==> config.mk <==
export PLATFORM = sky130hd
export DESIGN_NAME = sell_scale
export DESIGN_NICKNAME = d
export VERILOG_FILES = /design/src/sell_pkg.sv /design/src/sell_scale.sv
export SDC_FILE = /design/constraint.sdc
export NUM_CORES = 2
export LEC_CHECK = 0
export ABC_AREA = 1
export BUFFER_PORTS_ARGS = -buffer_cell sky130_fd_sc_hd__buf_2
export CAP_MARGIN = 20
export CORE_ASPECT_RATIO = 0.5
export CORE_MARGIN = 1
export CORE_UTILIZATION = 61
export CTS_CLUSTER_DIAMETER = 60
export DETAILED_ROUTE_END_ITERATION = 8
export MAX_ROUTING_LAYER = met4
export PLACE_DENSITY = 0.87
export SLEW_MARGIN = 30
export SYNTH_ARGS = -nofsm -noshare
export SYNTH_HDL_FRONTEND = slang
export SYNTH_SLANG_ARGS = --single-unit
==> constraint.sdc <==
create_clock -name clock -period 6.4 [get_ports clock]
set_input_delay 0.32 -clock clock [delete_from_list [all_inputs] [get_ports clock]]
set_output_delay 0.32 -clock clock [all_outputs]
set_load 0.02 [all_outputs]
==> src/sell_pkg.sv <==
`timescale 1ns / 1ps
// ----------------------------------------------------------------------------
// sell_pkg
// Shared widths, constants, codes and types of the Sellmeier index core.
// ----------------------------------------------------------------------------
package sell_pkg;

   // Wavelength in Q12.12 nm and its square in micrometres squared (Q5.32).
   localparam int W_WIDTH         = 24;
   localparam int SQ_WIDTH        = 2 * W_WIDTH;
   localparam int S_WIDTH         = 37;
   localparam int SCALE_NUM_WIDTH = SQ_WIDTH + 3;

   // s = floor((4*W*W + 7812) / 15625) equals round(W*W*256 / 10^6). The
   // quotient is the numerator times ceil(2^65 / 15625) shifted right by 65,
   // which is exact for every numerator below 2^51.
   localparam int unsigned SCALE_BIAS        = 7812;
   localparam int          SCALE_SHIFT       = 65;
   localparam int          SCALE_RECIP_WIDTH = 52;
   localparam logic [SCALE_RECIP_WIDTH-1:0] SCALE_RECIP = 52'd2361183241434823;
   localparam logic [31:0]                  SCALE_RECIP_LO = SCALE_RECIP[31:0];
   localparam logic [SCALE_RECIP_WIDTH-33:0] SCALE_RECIP_HI =
      SCALE_RECIP[SCALE_RECIP_WIDTH-1:32];

   localparam int K_WIDTH        = 32;
   localparam int L_WIDTH        = 40;
   localparam int CSR_DATA_WIDTH = 40;
   localparam int CSR_IDX_WIDTH  = 3;
   localparam int DIFF_WIDTH     = 42;
   localparam int ABS_D_WIDTH    = 40;
   localparam int PROD_WIDTH     = 69;
   localparam int Q_WIDTH        = 40;
   localparam int TERM_WIDTH     = 42;
   localparam int RAD_WIDTH      = 44;
   localparam int RAD_INT_BITS   = 36;
   localparam int ROOT_WIDTH     = 32;
   localparam int SQ_REM_WIDTH   = 34;
   localparam int IDX_WIDTH      = 32;

   localparam logic [IDX_WIDTH-1:0] IDX_MAX           = '1;
   localparam logic [IDX_WIDTH-1:0] FIXED_INDEX_RESET = 32'h1000_0000;
   localparam logic [RAD_WIDTH-1:0] ONE_Q428          = 44'h000_1000_0000;

   typedef enum logic [1:0] {
      STATUS_OK           = 2'd0,
      STATUS_ZERO_DEN     = 2'd1,
      STATUS_NEG_RADICAND = 2'd2,
      STATUS_OVERFLOW     = 2'd3
   } status_type;

   typedef enum logic [CSR_IDX_WIDTH-1:0] {
      CSR_K_ONE       = 3'd0,
      CSR_L_ONE       = 3'd1,
      CSR_K_TWO       = 3'd2,
      CSR_L_TWO       = 3'd3,
      CSR_K_THREE     = 3'd4,
      CSR_L_THREE     = 3'd5,
      CSR_GLASS_MODE  = 3'd6,
      CSR_FIXED_INDEX = 3'd7
   } csr_index_type;

   typedef struct packed {
      logic [TERM_WIDTH-1:0] value;
      status_type            status;
   } term_result_type;

endpackage

==> src/sell_scale.sv <==
`timescale 1ns / 1ps
// ----------------------------------------------------------------------------
// sell_scale
// Squares the wavelength and divides by a constant through a reciprocal product.
// ----------------------------------------------------------------------------
module sell_scale (
   input  logic                         clock,
   input  logic                         reset,
   input  logic                         en,
   input  logic                         in_valid,
   input  logic [sell_pkg::W_WIDTH-1:0] wavelength_nm,
   output logic                         out_valid,
   output logic [sell_pkg::S_WIDTH-1:0] s_um
);
   localparam int NumW  = sell_pkg::SCALE_NUM_WIDTH;
   localparam int SqW   = sell_pkg::SQ_WIDTH;
   localparam int SW    = sell_pkg::S_WIDTH;
   localparam int Shift = sell_pkg::SCALE_SHIFT;
   localparam int XHiW  = NumW - 32;
   localparam int MHiW  = sell_pkg::SCALE_RECIP_WIDTH - 32;
   localparam int LlW   = 64;
   localparam int LhW   = 32 + MHiW;
   localparam int HlW   = XHiW + 32;
   localparam int HhW   = XHiW + MHiW;
   localparam int MidW  = LhW + 1;
   localparam int CatW  = LlW + HhW;

   logic [SqW-1:0]  sq_in;
   logic [SqW-1:0]  sq_ff;
   logic [NumW-1:0] x_in;
   logic [NumW-1:0] x_ff;
   logic [LlW-1:0]  pp_ll_ff;
   logic [LhW-1:0]  pp_lh_ff;
   logic [HlW-1:0]  pp_hl_ff;
   logic [HhW-1:0]  pp_hh_ff;
   logic [CatW-1:0] cat_ff;
   logic [MidW-1:0] mid_ff;
   logic [CatW-1:0] total;
   logic [SW-1:0]   s_ff;
   logic            v1_ff, v2_ff, v3_ff, v4_ff, v5_ff;

   assign sq_in = SqW'(wavelength_nm) * SqW'(wavelength_nm);
   assign x_in  = {1'b0, sq_ff, 2'b00} + NumW'(sell_pkg::SCALE_BIAS);
   assign total = cat_ff + CatW'({mid_ff, 32'b0});

   always_ff @(posedge clock) begin
      if (reset) begin
         v1_ff <= 1'b0;
         v2_ff <= 1'b0;
         v3_ff <= 1'b0;
         v4_ff <= 1'b0;
         v5_ff <= 1'b0;
      end else if (en) begin
         v1_ff <= in_valid;
         v2_ff <= v1_ff;
         v3_ff <= v2_ff;
         v4_ff <= v3_ff;
         v5_ff <= v4_ff;
      end
   end

   // The numerator and the reciprocal are split at bit 32 into four partial
   // products; the low and high products sit side by side without overlap.
   always_ff @(posedge clock) begin
      if (en) begin
         sq_ff    <= sq_in;
         x_ff     <= x_in;
         pp_ll_ff <= LlW'(x_ff[31:0]) * LlW'(sell_pkg::SCALE_RECIP_LO);
         pp_lh_ff <= LhW'(x_ff[31:0]) * LhW'(sell_pkg::SCALE_RECIP_HI);
         pp_hl_ff <= HlW'(x_ff[NumW-1:32]) * HlW'(sell_pkg::SCALE_RECIP_LO);
         pp_hh_ff <= HhW'(x_ff[NumW-1:32]) * HhW'(sell_pkg::SCALE_RECIP_HI);
         cat_ff   <= {pp_hh_ff, pp_ll_ff};
         mid_ff   <= MidW'(pp_lh_ff) + MidW'(pp_hl_ff);
         s_ff     <= total[Shift+SW-1:Shift];
      end
   end

   assign out_valid = v5_ff;
   assign s_um      = s_ff;

endmodule

== Yosys cells after proc, flatten, opt, wreduce, memory -nomap -nowiden ==
Cells that the tools add are included.
Cells by class
  $add $sub $neg: 3
  $mul: 5
Operator list (number)
  $add 102x85->102: 1
  $mul 32x32->64 const B: 1
  $add 52x51->53: 1
  $mul 32x20->52 const B: 1
  $add 50x13->51 const B: 1
  $mul 19x32->51 const B: 1
  $mul 24x24->48: 1
  $mul 19x20->38 const B: 1
Word-level totals
  bits in registers: 501
  bits of input ports: 28
  logic and storage cells: 22

== Depth between registers and ports, before layout ==
  depth after elaboration: 1
  gate-level depth with buffers: 29
  depth with buffers taken out: 29

== Least setup slack after synthesis ==
OpenSTA, ideal clock, no wires.
  path type: reg2reg
  start: register x_ff[18]
  end: register pp_ll_ff[61], data pin
  library setup time: 0.252 ns
  arrival time: 5.854 ns
  setup slack: 0.293 ns
  stages on the path, launching flop included: 25
  buffers on the path: 0
  period minus slack after synthesis: 6.107 ns
  cells stage by stage: edfxtp_1 ha_1 inv_1 fa_1 inv_1 fa_1 fa_1 fa_1 inv_1 fa_1 inv_1 fa_1 inv_1 fa_1 inv_1 ha_1 nand2_1 nor2_1 inv_1 nor2_1 inv_1 nor3_1 nand2_1 nand3_1 nand2_1
On the way
  longest elaborated chain between the ends: 1
Ends and longest elaborated chain
  from (decl): line sell_scale.sv:31  | logic [NumW-1:0] x_ff;
  from (signal assigned): line sell_scale.sv:67  | x_ff <= x_in;
  $mul 32x32->64: line sell_scale.sv:68  | pp_ll_ff <= LlW'(x_ff[31:0]) * LlW'(sell_pkg::SCALE_RECIP_LO);
  to (signal assigned): line sell_scale.sv:68
  to (decl): line sell_scale.sv:32  | logic [LlW-1:0] pp_ll_ff;
No other way between the ends.
A chain may end at the register's enable or synchronous reset.

== Worst setup path after layout ==
  start: register x_ff[24]
  end: register pp_ll_ff[40], data pin
The elaborated chain is that of the path after synthesis.

==> results by stage <==
Min path:
- The worst min-delay path endpoint is s_um[28].
- The worst hold path stage count is 1.
- The worst hold path belongs to the class input port to register.
- The hold path startpoint is en.

STA:
- After layout, the minimum clock period comes to 6.55 ns.
- Setup repair after global routing could not meet its margin everywhere.
- The final count of hold timing violations was 0.
- The share of the clock period used by the worst path is 102%.
- At the pin with the least slew margin, the transition time is 0.909 ns.
- For the final database, setup skew stands at 0.0697 ns.
- Setup violations remaining at the end of the flow were counted as 17.
- Measured against its own limit, the worst slew margin works out to 39.4%.
- Setup slack on the critical path of the routed design comes to -0.155 ns.
- The maximum clock frequency is 0.153 GHz.
- The final-report max-slew violation count is 0.

Clocking:
- The buffer cell driving the clock tree root is sky130_fd_sc_hd__clkbuf_16.
- CTS saw 428 sinks.
- In this run the deepest clock path goes through 3 buffers.
- The clock slew at the register clock pins of the worst setup and hold paths is 0.07 ns.
- The clock buffer count from CTS is 49.
- TritonCTS built the clock tree.
- The depth of the CTS H-tree is 2.
- The later pin in the worst-skew pair is clocked with a latency of 0.71 ns.

Setup path:
- The worst-path cell with the longest stage delay is sky130_fd_sc_hd__fa_1.
- The worst endpoint data arrival time is 7.04 ns.
- Along the worst path, the maximum fanout reaches 4.
- The top cell family by delay on the critical path is adder cells.
- Setup slack on the worst reg-to-reg path comes out at -0.15 ns.
- The cell occurring most often along the worst timing path is sky130_fd_sc_hd__fa_1.
- Together, buffers and inverters on the worst path number 9.
- The delay of the slowest cell on the worst path is 0.59 ns.
- STA classifies the critical path endpoint as a register.
- The endpoint identified for the worst register-to-register timing path is pp_ll_ff[40].
- The instance count on the critical path is 25.
- The worst endpoint required time is 6.88 ns.
- The startpoint type of the worst setup path is a register.
- The worst register-to-register path begins at x_ff[24].
- For the worst flop-to-flop path, the logic depth is 25.
- The kind of critical path is register to register.

Synth:
- Of all flip-flops after synthesis, the portion carrying an async set or reset was 0%.
- The synthesized netlist devotes 2.11% of its cell area to XOR and XNOR gates.
- After synthesis, flip-flops and latches occupy 15.0% of the total area.
- Counting every net in the synthesized netlist gives 12900.
- After synthesis the cells add up to 85600 sq um.
- Synthesis produced a netlist whose cell count is 10300.
- In this run the mean area of a mapped cell was 8.28 sq um.
- Among all flip-flop cells after synthesis, the most frequent one is sky130_fd_sc_hd__edfxtp_1.
- The synthesized netlist devotes 15.7% of its cell area to simple gates.
- After synthesis the netlist holds a flip-flop and latch count of 428.
- The count of distinct cell types in the synthesized netlist is 49.
- The adder-cell share of the synthesized area is 48.5%.
- The count of flip-flops with a built-in enable after synthesis is 423.
- Multiplexer cells account for 0.0132% of the synthesized area.
- The total of warnings raised by yosys is 0.
- The area fraction in compound gates after synthesis is 5.22%.
- By area, the combinational part of the netlist is dominated by adder cells.

Floorplanning:
- The core outline area is 138000 sq um.
- Once the floorplan was initialized, standard cells occupied 61.9% of the core.
- The number of top-level pins is 66.
- In this run the horizontal extent of the chip is 532 microns.
- The die extent in y is 267 microns.
- The floorplan has 96 rows.
- The area of the die is 142000 sq um.

GRT:
- The initial antenna violation count is 15.
- The via count of the first global-routing pass is 76900.
- The global-route usage over all layers is 47.2%.
- The maximum number of pins on one net before global-route repair is 136.
- The first global-routing pass estimated 475 mm of wire.
- For this run the aggregate overflow at the end of global routing stands at 0.

Placement:
- In this run the cell area measured after placement is 94800 sq um.
- The setup slack after placement is -0.623 ns.
- At the end of routability-driven placement, the weighted congestion stood at 1.09.
- Counting tap cells, the placed design contains a total of 13100 instances.
- The count of input and output buffers is 65.
- The half-perimeter wire length after placement is 283 mm.

Routing:
- The number of antenna-violating nets in the routed design is 0.
- After the first detailed-routing iteration, the DRC count stood at 8782.
- After detailed routing, the number of vias per cell comes to 5.71.
- The number of iterations in the first detailed-routing pass is 9.
- After detailed routing, the average wire length per cell comes to 24.6 microns.
- The wire length reported by the detailed router is 325 mm.
- The final routed DRC violation total is 10.
- The routed layout has 75500 vias.

Layout:
- Compared with the post-synthesis result, the final layout area differs by 16.5%.
- The count of placed standard cells in the final layout, fillers left out is 13200.
- The post-route cell area is 99800 sq um.
- The share of final-layout standard cells stronger than drive strength 1 is 14.4%.
- At the end of the flow the core is filled with cells to 72.2%.
- After the last flow step, the layout net total stands at 13800.
- The fill cell total of the finished layout is 10500.

Run status:
- The flow ran to the end, but the final reports show violations.
- The checks that failed: DRC, setup timing.

Run:
- The max capacitance violation total is 0.
-- flip-flops by register name (all words and copies together), names as in the netlist, 34 cells and up --
name	flops
cat_ff	70
mid_ff	51
pp_hl_ff	51
x_ff	49
pp_lh_ff	48
sq_ff	47
s_um	37
pp_hh_ff	36
pp_ll_ff	34
-- worst max-delay path by stage --
stage / start / end
finish: x_ff[24] / pp_ll_ff[40]
global route: x_ff[17] / pp_ll_ff[62]
CTS: x_ff[17] / pp_ll_ff[60]
detailed placement: wavelength_nm[0] / sq_ff[40]
global placement: wavelength_nm[0] / sq_ff[40]
floorplan: x_ff[18] / pp_ll_ff[61]
-- logic make-up after synthesis --
logic type / Yosys count
buffers and inverters: 3083
adders and majority gates: 2494
AOI/OAI and AO/OA: 828
xor gates and xnor gates: 206
DFF: 428
muxes: 1
and+or+nand+nor: 3296
-- timing repair --
item / 4_1_cts / 5_1_grt
hold buffers: 2 / 0
gates resized for setup: 193 / 541
endpoints found under the hold margin: 5 / 0
endpoints found under the setup margin: 64 / 77
setup buffers: 27 / 38
gates cloned: 0 / 0
pin swaps: 37 / 182
-- placed cells by master, fill, tap and decap left out, types with 16 or more instances in the layout --
cell type	count
sky130_fd_sc_hd__inv_1	2941
sky130_fd_sc_hd__nand2_1	1895
sky130_fd_sc_hd__fa_1	1320
sky130_fd_sc_hd__ha_1	1031
sky130_fd_sc_hd__buf_4	858
sky130_fd_sc_hd__nor2_1	638
sky130_fd_sc_hd__edfxtp_1	423
sky130_fd_sc_hd__a21oi_1	388
sky130_fd_sc_hd__nand3_1	297
sky130_fd_sc_hd__o21ai_0	197
sky130_fd_sc_hd__xor2_1	149
sky130_fd_sc_hd__nand4_1	110
sky130_fd_sc_hd__inv_2	83
sky130_fd_sc_hd__nor3_1	80
sky130_fd_sc_hd__ha_4	73
sky130_fd_sc_hd__nand2_2	66
sky130_fd_sc_hd__nor2_2	65
sky130_fd_sc_hd__buf_2	64
sky130_fd_sc_hd__fa_2	59
sky130_fd_sc_hd__a21oi_2	53
sky130_fd_sc_hd__xnor2_1	51
sky130_fd_sc_hd__clkbuf_16	49
sky130_fd_sc_hd__o21bai_1	47
sky130_fd_sc_hd__nor2_4	37
sky130_fd_sc_hd__buf_6	31
sky130_fd_sc_hd__o21ai_1	28
sky130_fd_sc_hd__a21o_1	28
sky130_fd_sc_hd__nand2_4	26
sky130_fd_sc_hd__buf_12	23
sky130_fd_sc_hd__o21a_1	22
sky130_fd_sc_hd__nor3_2	16
-- cells in the mapped netlist (all sizes together), types with 2 or more instances --
cell type / instances / area (sq um)
edfxtp: 423 / 12700
nor4: 17 / 106
o21a: 22 / 165
a21o: 28 / 210
a21oi: 455 / 2280
a211oi: 3 / 22.5
nand3b: 6 / 45.0
nand2: 1991 / 7480
ha: 1115 / 14000
or2: 7 / 43.8
nor3b: 2 / 20.0
o21bai: 51 / 383
o21ai: 244 / 1230
xor2: 154 / 1350
clkbuf: 50 / 188
fa: 1379 / 27600
inv: 3032 / 11400
nor2: 740 / 2810
and2: 6 / 37.5
a21boi: 10 / 75.1
xnor2: 52 / 455
nand3: 313 / 1580
dfxtp: 5 / 100
a31oi: 6 / 37.5
nand4: 112 / 722
and3: 2 / 12.5
nor3: 98 / 537
o211ai: 7 / 52.6
-- metrics by stage --
step / setup TNS (ns) / hold slack (ns)
3_5_place_dp: -19.50 / 0.405
4_1_cts: -0.0513 / 0.156
2_1_floorplan: 0 / 0.389
5_1_grt: -5.28 / 0.110
6_report: -0.853 / 0.109
3_3_place_gp: -12.27 / 0.401
-- routing by layer --
layer / vias to the layer above / global-route usage [%] / wire length (microns) / share of wire (%)
li1: 33200 / - / - / -
met1: 36500 / 61.5 / 128000 / 39
met2: 4712 / 68.8 / 136000 / 42
met3: 1081 / 13.3 / 41700 / 13
met4: 0 / 20.9 / 19000 / 5.8
met5: - / - / 0 / 0
-- area by class of cell --
type | count | area (sq um) | area share (%)
repair buffers | 981 | 7650 | 7.67
multi-input cells | 6825 | 63900 | 64.0
clock buffers | 55 | 1250 | 1.25
flip-flops and latches | 428 | 12800 | 12.8
diodes | 6 | 15.0 | 0.0150
clock inverters | 35 | 435 | 0.436
well taps | 1862 | 2330 | 2.34
inverters | 3033 | 11400 | 11.4
Power is left out: the tool's default activity adds up to more than one toggle a clock period on the data nets, which glitch-free logic cannot reach.
