File: src/sell_pkg.sv
`timescale 1ns / 1ps
// ----------------------------------------------------------------------------
// sell_pkg
// Shared widths, constants, codes and types of the Sellmeier index core.
// ----------------------------------------------------------------------------
package sell_pkg;

   // Wavelength in Q12.12 nm and its square in micrometres squared (Q5.32).
   localparam int W_WIDTH         = 24;
   localparam int SQ_WIDTH        = 2 * W_WIDTH;
   localparam int S_WIDTH         = 37;
   localparam int SCALE_NUM_WIDTH = SQ_WIDTH + 3;

   // s = floor((4*W*W + 7812) / 15625) equals round(W*W*256 / 10^6). The
   // quotient is the numerator times ceil(2^65 / 15625) shifted right by 65,
   // which is exact for every numerator below 2^51.
   localparam int unsigned SCALE_BIAS        = 7812;
   localparam int          SCALE_SHIFT       = 65;
   localparam int          SCALE_RECIP_WIDTH = 52;
   localparam logic [SCALE_RECIP_WIDTH-1:0] SCALE_RECIP = 52'd2361183241434823;
   localparam logic [31:0]                  SCALE_RECIP_LO = SCALE_RECIP[31:0];
   localparam logic [SCALE_RECIP_WIDTH-33:0] SCALE_RECIP_HI =
      SCALE_RECIP[SCALE_RECIP_WIDTH-1:32];

   localparam int K_WIDTH        = 32;
   localparam int L_WIDTH        = 40;
   localparam int CSR_DATA_WIDTH = 40;
   localparam int CSR_IDX_WIDTH  = 3;
   localparam int DIFF_WIDTH     = 42;
   localparam int ABS_D_WIDTH    = 40;
   localparam int PROD_WIDTH     = 69;
   localparam int Q_WIDTH        = 40;
   localparam int TERM_WIDTH     = 42;
   localparam int RAD_WIDTH      = 44;
   localparam int RAD_INT_BITS   = 36;
   localparam int ROOT_WIDTH     = 32;
   localparam int SQ_REM_WIDTH   = 34;
   localparam int IDX_WIDTH      = 32;

   localparam logic [IDX_WIDTH-1:0] IDX_MAX           = '1;
   localparam logic [IDX_WIDTH-1:0] FIXED_INDEX_RESET = 32'h1000_0000;
   localparam logic [RAD_WIDTH-1:0] ONE_Q428          = 44'h000_1000_0000;

   typedef enum logic [1:0] {
      STATUS_OK           = 2'd0,
      STATUS_ZERO_DEN     = 2'd1,
      STATUS_NEG_RADICAND = 2'd2,
      STATUS_OVERFLOW     = 2'd3
   } status_type;

   typedef enum logic [CSR_IDX_WIDTH-1:0] {
      CSR_K_ONE       = 3'd0,
      CSR_L_ONE       = 3'd1,
      CSR_K_TWO       = 3'd2,
      CSR_L_TWO       = 3'd3,
      CSR_K_THREE     = 3'd4,
      CSR_L_THREE     = 3'd5,
      CSR_GLASS_MODE  = 3'd6,
      CSR_FIXED_INDEX = 3'd7
   } csr_index_type;

   typedef struct packed {
      logic [TERM_WIDTH-1:0] value;
      status_type            status;
   } term_result_type;

endpackage

File: src/sell_sqrt.sv
`timescale 1ns / 1ps
// ----------------------------------------------------------------------------
// sell_sqrt
// Sums the terms, checks the radicand and takes a pipelined rounded root.
// ----------------------------------------------------------------------------
module sell_sqrt (
   input  logic                           clock,
   input  logic                           reset,
   input  logic                           en,
   input  logic                           in_valid,
   input  sell_pkg::term_result_type      term_a,
   input  sell_pkg::term_result_type      term_b,
   input  sell_pkg::term_result_type      term_c,
   output logic                           out_valid,
   output logic [sell_pkg::IDX_WIDTH-1:0] index_out,
   output sell_pkg::status_type           status_out
);
   localparam int Steps = sell_pkg::ROOT_WIDTH;
   localparam int RW    = sell_pkg::RAD_WIDTH;
   localparam int TW    = sell_pkg::TERM_WIDTH;
   localparam int RI    = sell_pkg::RAD_INT_BITS;
   localparam int MW    = sell_pkg::SQ_REM_WIDTH;
   localparam int NW    = 2 * Steps;
   localparam int XW    = MW + 2;

   logic [RW-1:0]        a_ff, b_ff, rad_ff;
   sell_pkg::status_type worst_in, worst0_ff, worst1_ff;
   logic                 r0_valid_ff, r1_valid_ff;

   logic [MW-1:0]        rem_ff   [0:Steps];
   logic [Steps-1:0]     root_ff  [0:Steps];
   logic [NW-1:0]        nrest_ff [0:Steps-1];
   sell_pkg::status_type pre_ff   [0:Steps];
   logic                 valid_ff [0:Steps];
   sell_pkg::status_type pre_in;
   logic                 round_up;
   logic [Steps:0]       idx;

   // A zero denominator outranks an overflowing term.
   always_comb begin
      if (term_a.status == sell_pkg::STATUS_ZERO_DEN ||
          term_b.status == sell_pkg::STATUS_ZERO_DEN ||
          term_c.status == sell_pkg::STATUS_ZERO_DEN) begin
         worst_in = sell_pkg::STATUS_ZERO_DEN;
      end else if (term_a.status == sell_pkg::STATUS_OVERFLOW ||
                   term_b.status == sell_pkg::STATUS_OVERFLOW ||
                   term_c.status == sell_pkg::STATUS_OVERFLOW) begin
         worst_in = sell_pkg::STATUS_OVERFLOW;
      end else begin
         worst_in = sell_pkg::STATUS_OK;
      end
   end

   always_comb begin
      if (worst1_ff != sell_pkg::STATUS_OK) begin
         pre_in = worst1_ff;
      end else if (rad_ff[RW-1]) begin
         pre_in = sell_pkg::STATUS_NEG_RADICAND;
      end else if (rad_ff[RW-2:RI] != '0) begin
         pre_in = sell_pkg::STATUS_OVERFLOW;
      end else begin
         pre_in = sell_pkg::STATUS_OK;
      end
   end

   always_ff @(posedge clock) begin
      if (reset) begin
         r0_valid_ff <= 1'b0;
         r1_valid_ff <= 1'b0;
         valid_ff[0] <= 1'b0;
      end else if (en) begin
         r0_valid_ff <= in_valid;
         r1_valid_ff <= r0_valid_ff;
         valid_ff[0] <= r1_valid_ff;
      end
   end

   always_ff @(posedge clock) begin
      if (en) begin
         a_ff      <= {{(RW-TW){term_a.value[TW-1]}}, term_a.value}
                    + {{(RW-TW){term_b.value[TW-1]}}, term_b.value};
         b_ff      <= {{(RW-TW){term_c.value[TW-1]}}, term_c.value} + sell_pkg::ONE_Q428;
         worst0_ff <= worst_in;

         rad_ff    <= a_ff + b_ff;
         worst1_ff <= worst0_ff;

         // The root operand is the radicand times 2^28.
         rem_ff[0]   <= '0;
         root_ff[0]  <= '0;
         nrest_ff[0] <= {rad_ff[RI-1:0], {(NW-RI){1'b0}}};
         pre_ff[0]   <= pre_in;
      end
   end

   for (genvar g = 1; g <= Steps; g++) begin : g_step
      logic [XW-1:0] trial;
      logic [XW-1:0] test;
      logic [XW-1:0] diff;
      logic          take;

      assign trial = {rem_ff[g-1], nrest_ff[g-1][NW-1:NW-2]};
      assign test  = {{(XW-Steps-2){1'b0}}, root_ff[g-1], 2'b01};
      assign diff  = trial - test;
      assign take  = trial >= test;

      always_ff @(posedge clock) begin
         if (reset) begin
            valid_ff[g] <= 1'b0;
         end else if (en) begin
            valid_ff[g] <= valid_ff[g-1];
         end
      end

      always_ff @(posedge clock) begin
         if (en) begin
            rem_ff[g]  <= take ? diff[MW-1:0] : trial[MW-1:0];
            root_ff[g] <= {root_ff[g-1][Steps-2:0], take};
            pre_ff[g]  <= pre_ff[g-1];
         end
      end

      if (g < Steps) begin : g_shift
         always_ff @(posedge clock) begin
            if (en) begin
               nrest_ff[g] <= {nrest_ff[g-1][NW-3:0], 2'b00};
            end
         end
      end
   end

   // A remainder above the root rounds the index up.
   assign round_up = rem_ff[Steps] > {{(MW-Steps){1'b0}}, root_ff[Steps]};
   assign idx      = {1'b0, root_ff[Steps]} + (Steps+1)'(round_up);

   always_comb begin
      if (pre_ff[Steps] == sell_pkg::STATUS_NEG_RADICAND) begin
         index_out  = '0;
         status_out = pre_ff[Steps];
      end else if (pre_ff[Steps] != sell_pkg::STATUS_OK) begin
         index_out  = sell_pkg::IDX_MAX;
         status_out = pre_ff[Steps];
      end else if (idx[Steps]) begin
         index_out  = sell_pkg::IDX_MAX;
         status_out = sell_pkg::STATUS_OVERFLOW;
      end else begin
         index_out  = idx[Steps-1:0];
         status_out = sell_pkg::STATUS_OK;
      end
   end

   assign out_valid = valid_ff[Steps];

endmodule

File: config.mk
export PLATFORM = sky130hd
export DESIGN_NAME = sell_sqrt
export DESIGN_NICKNAME = d
export VERILOG_FILES = /design/src/sell_pkg.sv /design/src/sell_sqrt.sv
export SDC_FILE = /design/constraint.sdc
export NUM_CORES = 2
export LEC_CHECK = 0
export ABC_CLOCK_PERIOD_IN_PS = 4200
export BUFFER_PORTS_ARGS = -buffer_cell sky130_fd_sc_hd__buf_2
export CAP_MARGIN = 20
export CORE_UTILIZATION = 35
export CTS_BUF_LIST = sky130_fd_sc_hd__clkbuf_2
export DETAILED_ROUTE_END_ITERATION = 10
export GPL_TIMING_DRIVEN = 0
export PLACE_DENSITY = 0.47
export SYNTH_ARGS = -nofsm -noshare
export SYNTH_HDL_FRONTEND = slang
export SYNTH_MEMORY_MAX_BITS = 65536
export SYNTH_SLANG_ARGS = --single-unit
File: constraint.sdc
create_clock -name clock -period 4.2 [get_ports clock]
set_input_delay 0.21 -clock clock [delete_from_list [all_inputs] [get_ports clock]]
set_output_delay 0.21 -clock clock [all_outputs]
set_load 0.005 [all_outputs]
### After elaboration in Yosys (flattened, before gate mapping)

Memory sizes are Yosys's and may differ from the RTL's.
Index checks and enable logic that the tools add are counted.

| storage, ports and cells | value |
|---|---|
| word-level logic and storage cells | 209 |
| memory bits (writable) | 4261 |
| latch bits | 0 |
| ROM bits | 0 |
| memories kept | 5 |
| output and inout port bits | 35 |
| register bits | 138 |

Memory list:

| memory | depth | width | rd ports | clocked after memory_dff | write ports | RTL line | source |
|---|---|---|---|---|---|---|---|
| nrest_ff | 32 | 62 | 32 | 0 | 32 | sell_sqrt.sv:32 | `logic [NW-1:0] nrest_ff [0:Steps-1];` |
| rem_ff | 33 | 34 | 33 | 0 | 33 | sell_sqrt.sv:30 | `logic [MW-1:0] rem_ff [0:Steps];` |
| root_ff | 33 | 32 | 33 | 0 | 33 | sell_sqrt.sv:31 | `logic [Steps-1:0] root_ff [0:Steps];` |
| pre_ff | 33 | 2 | 33 | 0 | 33 | sell_sqrt.sv:33 | `sell_pkg::status_type pre_ff [0:Steps];` |
| valid_ff | 33 | 1 | 33 | 0 | 33 | sell_sqrt.sv:34 | `logic valid_ff [0:Steps];` |

| cells by class | value |
|---|---|
| div/mod/pow operators | 0 |
| muxes and demuxes | 81 |
| reduce and logical (&&, ||, !) cells | 7 |
| multiply operators | 0 |
| order comparisons | 33 |
| bitwise gates (word level) | 33 |
| equality and inequality tests | 7 |
| shift-type cells | 0 |
| $add $sub $neg | 36 |

Operators by type and width:

| kind | number |
|---|---|
| greater-or-equal comparator 36 x 34 -> 1 bit | 32 |
| 2-to-1 mux 34 bit | 32 |
| subtractor 34 bit | 32 |
| 2-to-1 mux 32 bit | 3 |
| adder 44 bit | 1 |
| adder 42 x 30 -> 43 bit, second input constant | 1 |
| adder 42 x 42 -> 43 bit | 1 |
| 2-to-1 mux 1 bit | 39 |
| greater-than comparator 34 x 32 -> 1 bit | 1 |
| adder 32 x 1 -> 33 bit | 1 |
| bitwise OR 1 bit | 33 |
| 2-to-1 mux 2 bit | 7 |
| == test 2 bit, second input constant | 4 |
| nonzero test 7 bit | 1 |
| == test 2 x 1 -> 1 bit, second input constant | 3 |
| logical OR 1 bit | 4 |
| nonzero test 2 bit | 2 |

### Depth between registers and ports, before layout

An unclocked memory read counts as a cell.

| logic depth | value |
|---|---|
| depth after elaboration | 6 |
| mapped depth | 23 |
| depth with buffers taken out | 22 |

### Least setup slack after synthesis

OpenSTA, ideal clock, no wires.

| path | value |
|---|---|
| path type | reg-to-output |
| start point | memory root_ff[32][19] in the netlist's numbering |
| end point | output port index_out[11] in the netlist's numbering |
| stages on the path, launching flop included | 24 |
| setup slack | 0.287 ns |
| required time | 3.990 ns |
| buffers on the path | 1 |
| data arrival time | 3.703 ns |
| cells stage by stage | edfxtp_1 -> inv_1 -> ha_1 -> a21o_1 -> a21o_1 -> a21o_1 -> a21oi_1 -> nor2b_1 -> o21ai_0 -> nand2b_1 -> a221oi_1 -> o311a_1 -> a41oi_1 -> ha_1 -> ha_1 -> nand3_1 -> nor2_1 -> nand3_1 -> inv_1 -> nand4_1 -> nor2b_1 -> nor2b_1 -> clkbuf_1 -> a21oi_1 |

RTL lines:

| element | RTL line | source |
|---|---|---|
| from (decl) | sell_sqrt.sv:31 |  |
| to (decl) | sell_sqrt.sv:15 | `output logic [sell_pkg::IDX_WIDTH-1:0] index_out,` |

==> impl_metrics.env <==
export IMPL_status="complete, but fails checks"
export IMPL_failed_checks="setup timing"
export IMPL_worstPathMaxFanout=3
export IMPL_area_growth_pct=17.3
export IMPL_viasPerCell=4.98
export IMPL_synth_top_area_cell="edfxtp_1"
export IMPL_synth_distinct_cells=99
export IMPL_clock_sinks=2128
export IMPL_synth_area_mux_share=0.00671
export IMPL_synth_seq_area_share=0.577
export IMPL_clkPwrFrac=0.252
export IMPL_synth_top_cells_by_count="edfxtp_1 (2126), inv_1 (789), nand2_1 (709)"
export IMPL_rsz0062_at_grt="yes"
export IMPL_fmax_mhz=159
export IMPL_cts_tree="done"
export IMPL_initialDrtViolationCount=4212
export IMPL_routabilityCongestion=0.862
export IMPL_switching_share=0.333
export IMPL_io_pin_count=171
export IMPL_netlist_instances=9423
export IMPL_hold_path_depth=6
export IMPL_synthDominantCellAreaShare=0.576
export IMPL_grt_total_usage=0.167
export IMPL_crit_type="flip-flop to output pin"
export IMPL_reg2regPathDepth=14
export IMPL_startpoint_type="flip-flop"
export IMPL_rows=206
export IMPL_synth_main_ff_cell="edfxtp_1"
export IMPL_holdWs_ns=0.324
export IMPL_drv_cap=0
export IMPL_htreeDepth=6
export IMPL_placed_cell_area_um2=117000
export IMPL_peakVddDrop_mv=0.243
export IMPL_switching_power_uw=20200
export IMPL_syn_cell_area_um2=111000
export IMPL_tightest_slew_ns=1.07
export IMPL_period_share=1.50
export IMPL_min_path_type="input port to flip-flop"
export IMPL_drv_slew=0
export IMPL_remaining_drc_errors=0
export IMPL_synthAdderAreaFrac=0.0771
export IMPL_core_area_um2=315000
export IMPL_synthTopCellsByArea="edfxtp_1 (58%), ha_1 (7.4%), xnor2_1 (3.8%)"
export IMPL_synth_simple_area_share=0.113
export IMPL_synth_warnings=0
export IMPL_die_w_um=564
export IMPL_cts_buffer_depth=4
export IMPL_grt_max_degree=187
export IMPL_grt_pass1_vias=79100
export IMPL_synth_edf_count=2126
export IMPL_pwr_share_comb=0.261
export IMPL_seqPwrFrac=0.487
export IMPL_grt_pass1_wl_mm=425
export IMPL_totalWireLength_mm=272
export IMPL_ant_nets=0
export IMPL_setup_viol=37
export IMPL_wire_per_inst_um=17.7
export IMPL_overflow=0
export IMPL_ys_ff_latch=2128
export IMPL_hold_viol=0
export IMPL_numCtsBuffers=594
export IMPL_syn_avg_cell_area_um2=11.8
export IMPL_arrival_ns=6.07
export IMPL_period_needed_ns=6.28
export IMPL_finish_utilization=0.413
export IMPL_async_reset_ff_frac=0
export IMPL_drt_pass1_iter_count=7
export IMPL_fin_skew_ns=0.172
export IMPL_synth_most_common_cell="edfxtp_1"
export IMPL_insertion_delay_ns=2.03
export IMPL_synth_xor_area_frac=0.0739
export IMPL_syn_num_nets=10200
export IMPL_power_density_nw_per_um2=468
export IMPL_relSlewSlack=0.280
export IMPL_fin_nets=11600
export IMPL_path_clk_slew_ns=0.10
export IMPL_dieArea_um2=319000
export IMPL_vias=76800
export IMPL_synth_compound_area_frac=0.119
export IMPL_synth_top_family_by_area="compound AO/OA/AOI/OAI gates"
export IMPL_dp_hpwl_mm=192
export IMPL_final_area_um2=130000
export IMPL_timing_final_ws_setup_ns=-2.08
export IMPL_start_util=0.352
export IMPL_required_ns=3.99
export IMPL_die_h_um=564
export IMPL_drive_gt1_frac=0.134
export IMPL_power_internal_uw=40600
export IMPL_antenna_found_initial=8
export IMPL_end_kind="output pin"
export IMPL_portBuffers=170
export IMPL_p_leak_uw=0.0515
export IMPL_cts_root_buffer="clkbuf_2"
## timing repair
| action | CTS | global route |
|---|---|---|
| resized for setup | 175 | 102 |
| pin swaps | 32 | 26 |
| hold endpoints to repair | 1683 | 2 |
| hold buffers | 559 | 1 |
| cloned | 1 | 3 |
| setup buffers | 38 | 23 |
| setup endpoints to repair | 350 | 518 |
## cell usage in the layout (no fill, tap or decap), types with 459 or more instances in the layout
cell type | synthesis | layout
a21oi_1 | 638 | 597
clkbuf_2 | 0 | 857
dlygate4sd3_1 | 0 | 545
edfxtp_1 | 2126 | 2126
ha_1 | 657 | 649
inv_1 | 789 | 784
nand2_1 | 709 | 707
nor2_1 | 558 | 552
o21ai_0 | 559 | 549
xnor2_1 | 475 | 474
xor2_1 | 459 | 459
## worst max-delay path: stages (launching register included)
cell and delay [ns]:
edfxtp_1 0.43, ha_4 0.29, nand4_1 0.13, nor2_1 0.16, nor2_1 0.06, a21oi_2 0.16
o31ai_2 0.10, o211ai_1 0.17, a221oi_2 0.10, o311a_1 0.36, a41oi_2 0.24, ha_2 0.26
nand2_2 0.06, or3_4 0.36, nor2_4 0.15, and3_4 0.22, nand3_4 0.11, nor2_4 0.19
nand3_2 0.11, xnor2_2 0.15, a21oi_2 0.22, buf_2 0.16
## per-stage QoR
step	instances	worst slack [ns]	total power (uW)	TNS, ns
after floorplan	9423	0.287	40000	0
after global placement	13800	-31.75	46100	-
after detailed placement	13800	-1.72	44900	-220.94
after CTS	15400	-2.42	61700	-82.84
after global routing	15400	-2.52	64800	-81.80
final	15400	-2.08	60800	-66.69
## power by group through the flow
stage | registers, uW | clock network, uW | logic, uW
final | 29600 | 15300 | 15900
after global routing | 29900 | 17200 | 17700
after CTS | 29700 | 16300 | 15700
after detailed placement | 30200 | 0 | 14800
after global placement | 31500 | 0 | 14600
after floorplan | 29000 | 0 | 10900
## worst paths after layout
check / startpoint / end / slack [ns]
setup / recovery: rem_ff[32][4] / index_out[26] / -2.08
hold / removal: term_a[8] / a_ff[6] / 0.32
setup reg to reg: rem_ff[26][0] / rem_ff[27][13] / 0.13
hold reg to reg: nrest_ff[0][549] / nrest_ff[0][613] / 0.33
## state kept, by name, indices dropped and copies added (netlist names)
| signal | cells |
|---|---|
| valid_ff | 33 |
| r1_valid_ff | 1 |
| nrest_ff | 342 |
| pre_ff | 66 |
| root_ff | 528 |
| rad_ff | 44 |
| b_ff | 43 |
| worst1_ff | 2 |
| rem_ff | 1023 |
| a_ff | 43 |
| worst0_ff | 2 |
| r0_valid_ff | 1 |
## logic make-up after synthesis
| kind of cell | after synthesis |
|---|---|
| simple gates | 2524 |
| flops | 2128 |
| compound gates | 2123 |
| buf+inv | 972 |
| xor+xnor | 934 |
| fa+ha+maj | 673 |
| mux | 68 |
| other cells | 1 |
## area by class of cell
| cell class | count | area (um^2) |
|---|---|---|
| sequential | 2128 | 63900 |
| timing repair buffer | 804 | 7420 |
| tap | 4160 | 5200 |
| antenna | 19 | 47.5 |
| buffer | 171 | 815 |
| inverter | 796 | 3000 |
| fill | 29700 | 185000 |
| clock buffer | 829 | 4150 |
| clock inverter | 185 | 1260 |
| multi-input combinational | 6323 | 44100 |
## per-layer routing
| metal | vias up | share of wire | global-route usage | wire (um) |
|---|---|---|---|---|
| met2 | 1746 | 0.52 | 0.309 | 140000 |
| met3 | 694 | 0.039 | 0.0280 | 10600 |
| met5 | - | 0 | 0 | 0 |
| met4 | 0 | 0.045 | 0.0818 | 12300 |
| met1 | 36500 | 0.40 | 0.184 | 109000 |
| li1 | 37900 | - | - | - |
No activity file was read; power rests on OpenSTA's default activity.
